**src/hdl/sers_pkg.sv**
```systemverilog
package sers_pkg;

  localparam int CHANNELS      = 6;
  localparam int REAR_CHANNELS = 3;
  localparam int KIND_W        = 2;
  localparam int LEVEL_W       = CHANNELS;
  localparam int ECHO_TIME_W   = 16;
  localparam int ACTION_W      = 3;
  localparam int RANGE_W       = 16;
  localparam int SUM_W         = 18;
  localparam int SEC_W         = 16;
  localparam int CFG_INDEX_W   = 2;
  localparam int CFG_DATA_W    = 18;

  localparam logic [SEC_W-1:0] SEC_MAX = {SEC_W{1'b1}};

  // x / 3 for x below 2**19 as (x * ceil(2**20 / 3)) >> 20
  localparam int DIV3_IN_W  = 18;
  localparam int DIV3_SHIFT = 20;
  localparam logic [DIV3_SHIFT-1:0] DIV3_MUL = 20'd349526;

  localparam logic [RANGE_W-1:0] NEAR_RESET = 16'd300;
  localparam logic [SUM_W-1:0]   SUM_RESET  = 18'd900;
  localparam logic [SEC_W-1:0]   HOLD_RESET = 16'd10;

  typedef enum logic [KIND_W-1:0] {
    KIND_SAMPLE = 2'd0,
    KIND_DECIDE = 2'd1,
    KIND_TICK   = 2'd2
  } kind_t;

  typedef enum logic [ACTION_W-1:0] {
    ACT_STOP     = 3'd0,
    ACT_FORWARD  = 3'd1,
    ACT_TURN     = 3'd2,
    ACT_REVERSE  = 3'd3,
    ACT_TURN_INV = 3'd4
  } action_t;

  typedef enum logic [CFG_INDEX_W-1:0] {
    REG_MODE = 2'd0,
    REG_NEAR = 2'd1,
    REG_SUM  = 2'd2,
    REG_HOLD = 2'd3
  } cfg_reg_t;

  typedef struct packed {
    logic [RANGE_W-1:0] range0;
    logic [SUM_W-1:0]   front_sum;
    logic [SUM_W-1:0]   rear_sum;
    logic [SEC_W-1:0]   seconds;
  } track_status_t;

  function automatic action_t choose_action(
    input logic               mode,
    input logic [RANGE_W-1:0] near_thr,
    input logic [SUM_W-1:0]   sum_thr,
    input logic [SEC_W-1:0]   hold,
    input track_status_t      st
  );
    action_t act;
    priority if (st.seconds < hold) begin
      act = ACT_STOP;
    end else if (!mode) begin
      act = (st.range0 > near_thr) ? ACT_FORWARD : ACT_TURN;
    end else if (st.front_sum > st.rear_sum) begin
      act = (st.front_sum > sum_thr) ? ACT_FORWARD : ACT_TURN;
    end else begin
      act = (st.rear_sum > sum_thr) ? ACT_REVERSE : ACT_TURN_INV;
    end
    return act;
  endfunction

endpackage

```
**src/hdl/sers_if.sv**
```systemverilog
interface sers_in_if import sers_pkg::*; ();
  logic                   valid;
  logic                   ready;
  logic [KIND_W-1:0]      kind;
  logic [LEVEL_W-1:0]     echo_levels;
  logic [ECHO_TIME_W-1:0] echo_time;

  modport source (output valid, kind, echo_levels, echo_time, input ready);
  modport sink   (input valid, kind, echo_levels, echo_time, output ready);
endinterface

interface sers_out_if import sers_pkg::*; ();
  logic                valid;
  logic                ready;
  logic [ACTION_W-1:0] action;
  logic [SUM_W-1:0]    front_sum;
  logic [SUM_W-1:0]    rear_sum;

  modport source (output valid, action, front_sum, rear_sum, input ready);
  modport sink   (input valid, action, front_sum, rear_sum, output ready);
endinterface

interface sers_cfg_if import sers_pkg::*; ();
  logic                   valid;
  logic                   ready;
  logic [CFG_INDEX_W-1:0] index;
  logic [CFG_DATA_W-1:0]  data;

  modport source (output valid, index, data, input ready);
  modport sink   (input valid, index, data, output ready);
endinterface

```
**src/hdl/sers_track.sv**
```systemverilog
module sers_track import sers_pkg::*; #(
  parameter int RANGE_BITS = 16
) (
  input  logic                  clk,
  input  logic                  rst_n,
  input  logic                  sample_en,
  input  logic                  tick_en,
  input  logic [CHANNELS-1:0]   levels,
  input  logic [RANGE_BITS-1:0] echo_t,
  output track_status_t         status
);

  logic [CHANNELS-1:0]   was_high_r;
  logic [RANGE_BITS-1:0] range_r   [CHANNELS];
  logic [RANGE_BITS-1:0] range_nxt [CHANNELS];
  logic [SEC_W-1:0]      seconds_r;

  for (genvar i = 0; i < CHANNELS; i++) begin : g_chan
    if (i < REAR_CHANNELS) begin : g_smooth
      logic [DIV3_IN_W-1:0]            acc;
      logic [DIV3_IN_W+DIV3_SHIFT-1:0] prod;
      // (capture + 2*old) / 3 by reciprocal multiply
      assign acc  = DIV3_IN_W'(echo_t) + DIV3_IN_W'({range_r[i], 1'b0});
      assign prod = {{DIV3_SHIFT{1'b0}}, acc} * {{DIV3_IN_W{1'b0}}, DIV3_MUL};
      assign range_nxt[i] = prod[DIV3_SHIFT +: RANGE_BITS];
    end else begin : g_raw
      assign range_nxt[i] = echo_t;
    end

    always_ff @(posedge clk) begin
      if (!rst_n) begin
        range_r[i] <= '0;
      end else if (sample_en && was_high_r[i] && !levels[i]) begin
        range_r[i] <= range_nxt[i];
      end
    end
  end

  always_ff @(posedge clk) begin
    if (!rst_n) begin
      was_high_r <= '0;
      seconds_r  <= '0;
    end else begin
      if (sample_en) begin
        was_high_r <= levels;
      end
      if (tick_en && seconds_r != SEC_MAX) begin
        seconds_r <= seconds_r + SEC_W'(1);
      end
    end
  end

  always_comb begin
    status.range0    = RANGE_W'(range_r[0]);
    status.rear_sum  = SUM_W'(range_r[0]) + SUM_W'(range_r[1]) + SUM_W'(range_r[2]);
    status.front_sum = SUM_W'(range_r[3]) + SUM_W'(range_r[4]) + SUM_W'(range_r[5]);
    status.seconds   = seconds_r;
  end

endmodule

```
**src/hdl/sonar_echo_ranging_steering_top.sv**
```systemverilog
// six-line sonar ranging with a steering decision
// in_ch carries items: kind selects echo sample, decision request or one-second tick;
// an echo sample captures echo_time on every line that fell since the previous sample,
// lines 0 to 2 smoothed as (capture + 2*old)/3, lines 3 to 5 raw
// out_ch gives one transfer per decision request: action, front and rear group sums
// cfg_ch writes steer_mode, near_threshold, sum_threshold, hold_seconds (index 0 to 3),
// always ready, and is meant to be written while no item is in flight
// order: an item is held in the input register and applied to the channel state from there;
// a decision result is then registered in the output register
// throughput: one item per cycle unless a decision request waits on a stalled output,
// set by the single input register feeding the channel state and the output register
// when out_ch stalls, samples and ticks keep flowing; a decision request waits in the
// input register until the output register frees, and in_ch.ready drops only then
// reset clears line levels, ranges and the seconds count, loads the register defaults
// and empties both pipeline registers
module sonar_echo_ranging_steering_top import sers_pkg::*; #(
  parameter int TIME_WIDTH = 16
) (
  input  logic              clk,
  input  logic              rst_n,
  sers_in_if.sink           in_ch,
  sers_out_if.source        out_ch,
  sers_cfg_if.sink          cfg_ch
);

  localparam int RW = (TIME_WIDTH < ECHO_TIME_W) ? TIME_WIDTH : ECHO_TIME_W;

  logic               mode_r;
  logic [RANGE_W-1:0] near_r;
  logic [SUM_W-1:0]   sum_thr_r;
  logic [SEC_W-1:0]   hold_r;

  logic               stage_valid_r, stage_valid_nxt;
  logic [KIND_W-1:0]  stage_kind_r;
  logic [LEVEL_W-1:0] stage_levels_r;
  logic [RW-1:0]      stage_time_r;

  logic               out_valid_r, out_valid_nxt;
  action_t            out_action_r;
  logic [SUM_W-1:0]   out_front_r;
  logic [SUM_W-1:0]   out_rear_r;

  logic               in_xfer, out_free, stage_adv, out_load;
  logic               sample_en, tick_en;
  track_status_t      status;

  assign cfg_ch.ready = 1'b1;

  always_ff @(posedge clk) begin
    if (!rst_n) begin
      mode_r    <= 1'b0;
      near_r    <= NEAR_RESET;
      sum_thr_r <= SUM_RESET;
      hold_r    <= HOLD_RESET;
    end else if (cfg_ch.valid) begin
      unique case (cfg_reg_t'(cfg_ch.index))
        REG_MODE: mode_r    <= cfg_ch.data[0];
        REG_NEAR: near_r    <= cfg_ch.data[RANGE_W-1:0];
        REG_SUM:  sum_thr_r <= cfg_ch.data[SUM_W-1:0];
        REG_HOLD: hold_r    <= cfg_ch.data[SEC_W-1:0];
      endcase
    end
  end

  // handshake: a decision request only leaves the stage when the output register frees
  always_comb begin
    out_free  = !out_valid_r || out_ch.ready;
    stage_adv = stage_valid_r && (stage_kind_r != KIND_DECIDE || out_free);
    out_load  = stage_valid_r && stage_kind_r == KIND_DECIDE && out_free;
    sample_en = stage_adv && stage_kind_r == KIND_SAMPLE;
    tick_en   = stage_adv && stage_kind_r == KIND_TICK;
    in_xfer   = in_ch.valid && in_ch.ready;
    stage_valid_nxt = in_xfer || (stage_valid_r && !stage_adv);
    out_valid_nxt   = out_load || (out_valid_r && !out_ch.ready);
  end

  assign in_ch.ready = !stage_valid_r || stage_adv;

  always_ff @(posedge clk) begin
    if (!rst_n) begin
      stage_valid_r <= 1'b0;
      out_valid_r   <= 1'b0;
    end else begin
      stage_valid_r <= stage_valid_nxt;
      out_valid_r   <= out_valid_nxt;
    end
  end

  always_ff @(posedge clk) begin
    if (in_xfer) begin
      stage_kind_r   <= in_ch.kind;
      stage_levels_r <= in_ch.echo_levels;
      stage_time_r   <= in_ch.echo_time[RW-1:0];
    end
    if (out_load) begin
      out_action_r <= choose_action(mode_r, near_r, sum_thr_r, hold_r, status);
      out_front_r  <= status.front_sum;
      out_rear_r   <= status.rear_sum;
    end
  end

  sers_track #(
    .RANGE_BITS (RW)
  ) u_track (
    .clk       (clk),
    .rst_n     (rst_n),
    .sample_en (sample_en),
    .tick_en   (tick_en),
    .levels    (stage_levels_r),
    .echo_t    (stage_time_r),
    .status    (status)
  );

  assign out_ch.valid     = out_valid_r;
  assign out_ch.action    = out_action_r;
  assign out_ch.front_sum = out_front_r;
  assign out_ch.rear_sum  = out_rear_r;

  a_hold_stops: assert property (@(posedge clk) disable iff (!rst_n)
    out_load && (status.seconds < hold_r) |=> out_action_r == ACT_STOP)
    else $error("decision inside hold period not stop");

  a_rear_wins: assert property (@(posedge clk) disable iff (!rst_n)
    out_valid_r && (out_action_r == ACT_REVERSE || out_action_r == ACT_TURN_INV)
      |-> out_rear_r >= out_front_r)
    else $error("rear action with front sum ahead");

  a_seconds_mono: assert property (@(posedge clk) disable iff (!rst_n)
    1'b1 |=> status.seconds >= $past(status.seconds))
    else $error("seconds count went backwards");

  a_stall_cause: assert property (@(posedge clk) disable iff (!rst_n)
    !in_ch.ready |-> stage_valid_r && stage_kind_r == KIND_DECIDE && out_valid_r
      && !out_ch.ready)
    else $error("input stalled without a blocked decision");

endmodule

```
**src/flat_wrapper.sv**
```systemverilog
// flat-port wrapper written by rule: the top's interface ports become plain ports
module sonar_echo_ranging_steering_top_flat import sers_pkg::*;
#(
  parameter int TIME_WIDTH = 16
)
  (clk, rst_n, in_ch_valid, in_ch_kind, in_ch_echo_levels, in_ch_echo_time, in_ch_ready, out_ch_valid, out_ch_action, out_ch_front_sum, out_ch_rear_sum, out_ch_ready, cfg_ch_valid, cfg_ch_index, cfg_ch_data, cfg_ch_ready);
  sers_in_if in_ch_i ();
  sers_out_if out_ch_i ();
  sers_cfg_if cfg_ch_i ();
  input  logic clk;
  input  logic rst_n;
  input wire logic [$bits(in_ch_i.valid)-1:0] in_ch_valid;
  input wire logic [$bits(in_ch_i.kind)-1:0] in_ch_kind;
  input wire logic [$bits(in_ch_i.echo_levels)-1:0] in_ch_echo_levels;
  input wire logic [$bits(in_ch_i.echo_time)-1:0] in_ch_echo_time;
  output wire logic [$bits(in_ch_i.ready)-1:0] in_ch_ready;
  output wire logic [$bits(out_ch_i.valid)-1:0] out_ch_valid;
  output wire logic [$bits(out_ch_i.action)-1:0] out_ch_action;
  output wire logic [$bits(out_ch_i.front_sum)-1:0] out_ch_front_sum;
  output wire logic [$bits(out_ch_i.rear_sum)-1:0] out_ch_rear_sum;
  input wire logic [$bits(out_ch_i.ready)-1:0] out_ch_ready;
  input wire logic [$bits(cfg_ch_i.valid)-1:0] cfg_ch_valid;
  input wire logic [$bits(cfg_ch_i.index)-1:0] cfg_ch_index;
  input wire logic [$bits(cfg_ch_i.data)-1:0] cfg_ch_data;
  output wire logic [$bits(cfg_ch_i.ready)-1:0] cfg_ch_ready;
  assign in_ch_i.valid = in_ch_valid;
  assign in_ch_i.kind = in_ch_kind;
  assign in_ch_i.echo_levels = in_ch_echo_levels;
  assign in_ch_i.echo_time = in_ch_echo_time;
  assign in_ch_ready = in_ch_i.ready;
  assign out_ch_valid = out_ch_i.valid;
  assign out_ch_action = out_ch_i.action;
  assign out_ch_front_sum = out_ch_i.front_sum;
  assign out_ch_rear_sum = out_ch_i.rear_sum;
  assign out_ch_i.ready = out_ch_ready;
  assign cfg_ch_i.valid = cfg_ch_valid;
  assign cfg_ch_i.index = cfg_ch_index;
  assign cfg_ch_i.data = cfg_ch_data;
  assign cfg_ch_ready = cfg_ch_i.ready;
  sonar_echo_ranging_steering_top #(.TIME_WIDTH(TIME_WIDTH)) u_core (.clk(clk), .rst_n(rst_n), .in_ch(in_ch_i), .out_ch(out_ch_i), .cfg_ch(cfg_ch_i));
endmodule
```
**config.mk**
```make
export PLATFORM = sky130hd
export DESIGN_NAME = sonar_echo_ranging_steering_top_flat
export DESIGN_NICKNAME = d
export VERILOG_FILES = /design/src/hdl/sers_pkg.sv /design/src/hdl/sers_if.sv /design/src/hdl/sers_track.sv /design/src/hdl/sonar_echo_ranging_steering_top.sv /design/src/flat_wrapper.sv
export SDC_FILE = /design/constraint.sdc
export NUM_CORES = 2
export LEC_CHECK = 0
export BUFFER_PORTS_ARGS = -buffer_cell sky130_fd_sc_hd__buf_4
export CELL_PAD_IN_SITES_DETAIL_PLACEMENT = 0
export CELL_PAD_IN_SITES_GLOBAL_PLACEMENT = 1
export CORE_MARGIN = 1.5
export CORE_UTILIZATION = 45
export DETAILED_ROUTE_END_ITERATION = 10
export PLACE_DENSITY = 0.82
export SLEW_MARGIN = 20
export SYNTH_ARGS = -nofsm -noshare
export SYNTH_HDL_FRONTEND = slang
export SYNTH_HIERARCHICAL = 1
export SYNTH_SLANG_ARGS = --single-unit
```
**constraint.sdc**
```tcl
create_clock -name clk -period 17.9 [get_ports clk]
set_input_delay 1.79 -clock clk [delete_from_list [all_inputs] [get_ports clk]]
set_output_delay 1.79 -clock clk [all_outputs]
set_load 0.05 [all_outputs]
```
==> impl_metrics.json <==
{
  "maxCapViolations": 0,
  "cts_buffer_depth": 3,
  "crit_buf_inv": 4,
  "io_buffers": 89,
  "fin_nets": 4329,
  "synthMuxAreaShare": 0.00354,
  "synth_seq_cells": 234,
  "endpoint_kind": "flip-flop",
  "tightest_slew_ns": 1.05,
  "synth_most_common_cell": "inv_1",
  "whs_ns": 0.456,
  "finalHoldViolations": 0,
  "fin_crit_ns": 8.89,
  "worstSkewPairLatency_ns": 0.55,
  "cpMaxStageDelayCell": "fa_1",
  "arrival_ns": 9.18,
  "r2r_slack_ns": 9.01,
  "synth_top_family_by_area": "adder cells",
  "drc_errors": 0,
  "track_usage": 0.219,
  "die_h_um": 267,
  "synthAdderAreaFrac": 0.465,
  "worstPathMaxFanout": 8,
  "grt_pass1_wl_um": 122000,
  "cts.hold.buffers_added": 0,
  "synth_compound_area_frac": 0.0882,
  "syn_inst": 3237,
  "post-synth-top-area-fraction": 0.241,
  "synth_common_cells": "inv_1, ha_1, fa_1",
  "insertedDiodeCount": 0,
  "synth_edf_count": 159,
  "h-tree-depth": 1,
  "avgSynthCellArea_sq_um": 9.72,
  "die-width_um": 267,
  "via_per_inst": 5.01,
  "drv_slew": 0,
  "synthSimpleGateAreaFrac": 0.0920,
  "yosysTopAreaCell": "ha_1",
  "dp_hpwl_um": 64500,
  "core_sq_um": 68900,
  "max_freq_mhz": 112,
  "final.fill_count": 6419,
  "async_flop_share": 0,
  "cts-buffers-inserted": 26,
  "ant_nets": 0,
  "path_delay_family": "compound AO/OA/AOI/OAI gates",
  "post_cts_buffers": 0,
  "synth_warnings": 6,
  "io_pins": 91,
  "synth_nets": 4244,
  "yosysSeqAreaShare": 0.199,
  "first_pass_iters": 5,
  "cts_sinks": 234,
  "synth_flop_cell": "edfxtp_1",
  "drt-initial-drc-count": 1154,
  "synth-xor-area-share": 0.0466,
  "start_util": 0.457,
  "ctsResizeCount": 0,
  "path_class": "reg2reg",
  "std_cell_rows": 96,
  "grt_max_degree": 46,
  "status": "completed",
  "dr_total_vias": 21417,
  "cp-start-kind": "flip-flop",
  "setup_tns_ns": 0,
  "synth_area_sq_um": 31500,
  "die-area_sq_um": 71500,
  "cts-root-buf": "clkbuf_16",
  "path_clk_slew_ns": 0.06,
  "layout-drive-gt1-share": 0.0542,
  "place_congestion": 0.947,
  "fin_worst_skew_ns": 0.0175,
  "critPathRequiredTime_ns": 18.19,
  "wirelength_um": 75200,
  "rsz0062_at_grt": "no",
  "overflow": 0,
  "critPathMaxStageDelay_ns": 0.55,
  "syn_to_final_growth_pct": 8.27,
  "finalCritPeriodShare": 0.497,
  "setup-violations-final": 0,
  "min_path_type": "reg2reg",
  "cts_tree": "done",
  "grt_antenna_before_repair": 0,
  "routedWlPerCell_um": 17.6,
  "slew_headroom": 0.292,
  "synth_cell_types": 74,
  "synthTopCellsByArea": "ha_1, fa_1, edfxtp_1, inv_1, dfxtp_1",
  "grt_pass1_vias": 22187
}
[per-layer routing]
layer,vias up,global-route usage,wire (um)
li1,10599,-,-
met1,10309,0.310,35800
met2,427,0.374,35300
met3,82,0.0101,2660
met4,0,0.0405,1450
met5,-,0,0
[per-stage QoR]
step	setup WS, ns	std cells	utilization	instance area (sq um)
finish	9.01	4272	0.494	34100
global route	8.49	4272	0.494	34100
CTS	9.03	4271	0.494	34000
detailed placement	9.06	4224	0.481	33200
global placement	9.19	4224	0.481	33200
floorplan	9.75	3237	-	31500
[layout by cell type (no fill, tap or decap), types with 62 or more instances in the layout]
cell type and count:
a21o_1 62, a21oi_1 107, and2_1 74, buf_4 106
dfxtp_1 75, edfxtp_1 159, fa_1 351, ha_1 607
inv_1 818, nand2_1 176, nor2_1 131, xnor2_1 121
[area by class of cell]
| cell class | count | area, sq um | area share |
|---|---|---|---|
| Multi-Input combinational cell | 2135 | 21900 | 0.642 |
| Tap cell | 931 | 1160 | 0.0342 |
| Sequential cell | 234 | 6280 | 0.184 |
| Inverter | 818 | 3070 | 0.0901 |
| Timing Repair Buffer | 107 | 823 | 0.0242 |
| Clock inverter | 10 | 119 | 0.00349 |
| Clock buffer | 37 | 732 | 0.0215 |
[final timing paths]
kind | from | endpoint | cells after the start
max | u_core/stage_time_r[2]$_DFFE_PP_ | u_core/u_track/range_r[0][13]$_SDFFCE_PN0P_ | 32
min | u_core/sum_thr_r[4]$_SDFFE_PN0P_ | u_core/sum_thr_r[4]$_SDFFE_PN0P_ | 2
max reg2reg | u_core/stage_time_r[2]$_DFFE_PP_ | u_core/u_track/range_r[0][13]$_SDFFCE_PN0P_ | 32
min reg2reg | u_core/sum_thr_r[4]$_SDFFE_PN0P_ | u_core/sum_thr_r[4]$_SDFFE_PN0P_ | 2
[cells by family (layout without fill, tap and decap cells)]
logic type / Yosys count / after routing
mux: 11 / 11
compound gates: 412 / 412
other cells: 1 / 1
buf+inv: 868 / 972
fa+ha+maj: 958 / 958
simple gates: 588 / 588
flops: 234 / 234
xor+xnor: 165 / 165
[worst reg2reg max path, delay by kind of cell, from the launching register on]
family | cells | cell delay [ns]
XOR/XNOR | 1 | 0.30
AO/OA/AOI/OAI | 18 | 3.85
buffers and inverters | 4 | 0.21
flip-flops | 1 | 0.54
multiplexers | 1 | 0.32
adder cells (fa/ha/maj) | 8 | 3.42
[sequential cells by signal (all words and copies together) (netlist names)]
name / count
u_core/stage_kind_r: 2
u_core/out_ch.rear_sum: 18
u_core/u_track/range_r: 96
u_core/sum_thr_r: 18
u_core/out_ch.valid: 1
u_core/out_ch.front_sum: 18
u_core/u_track/seconds_r: 16
u_core/hold_r: 16
u_core/stage_valid_r: 1
u_core/u_track/was_high_r: 6
u_core/stage_time_r: 16
u_core/stage_levels_r: 6
u_core/mode_r: 1
u_core/out_ch.action: 3
u_core/near_r: 16
Power is not shown: default switching activity piles up to over one toggle a cycle in this logic, so the estimate is an artifact.
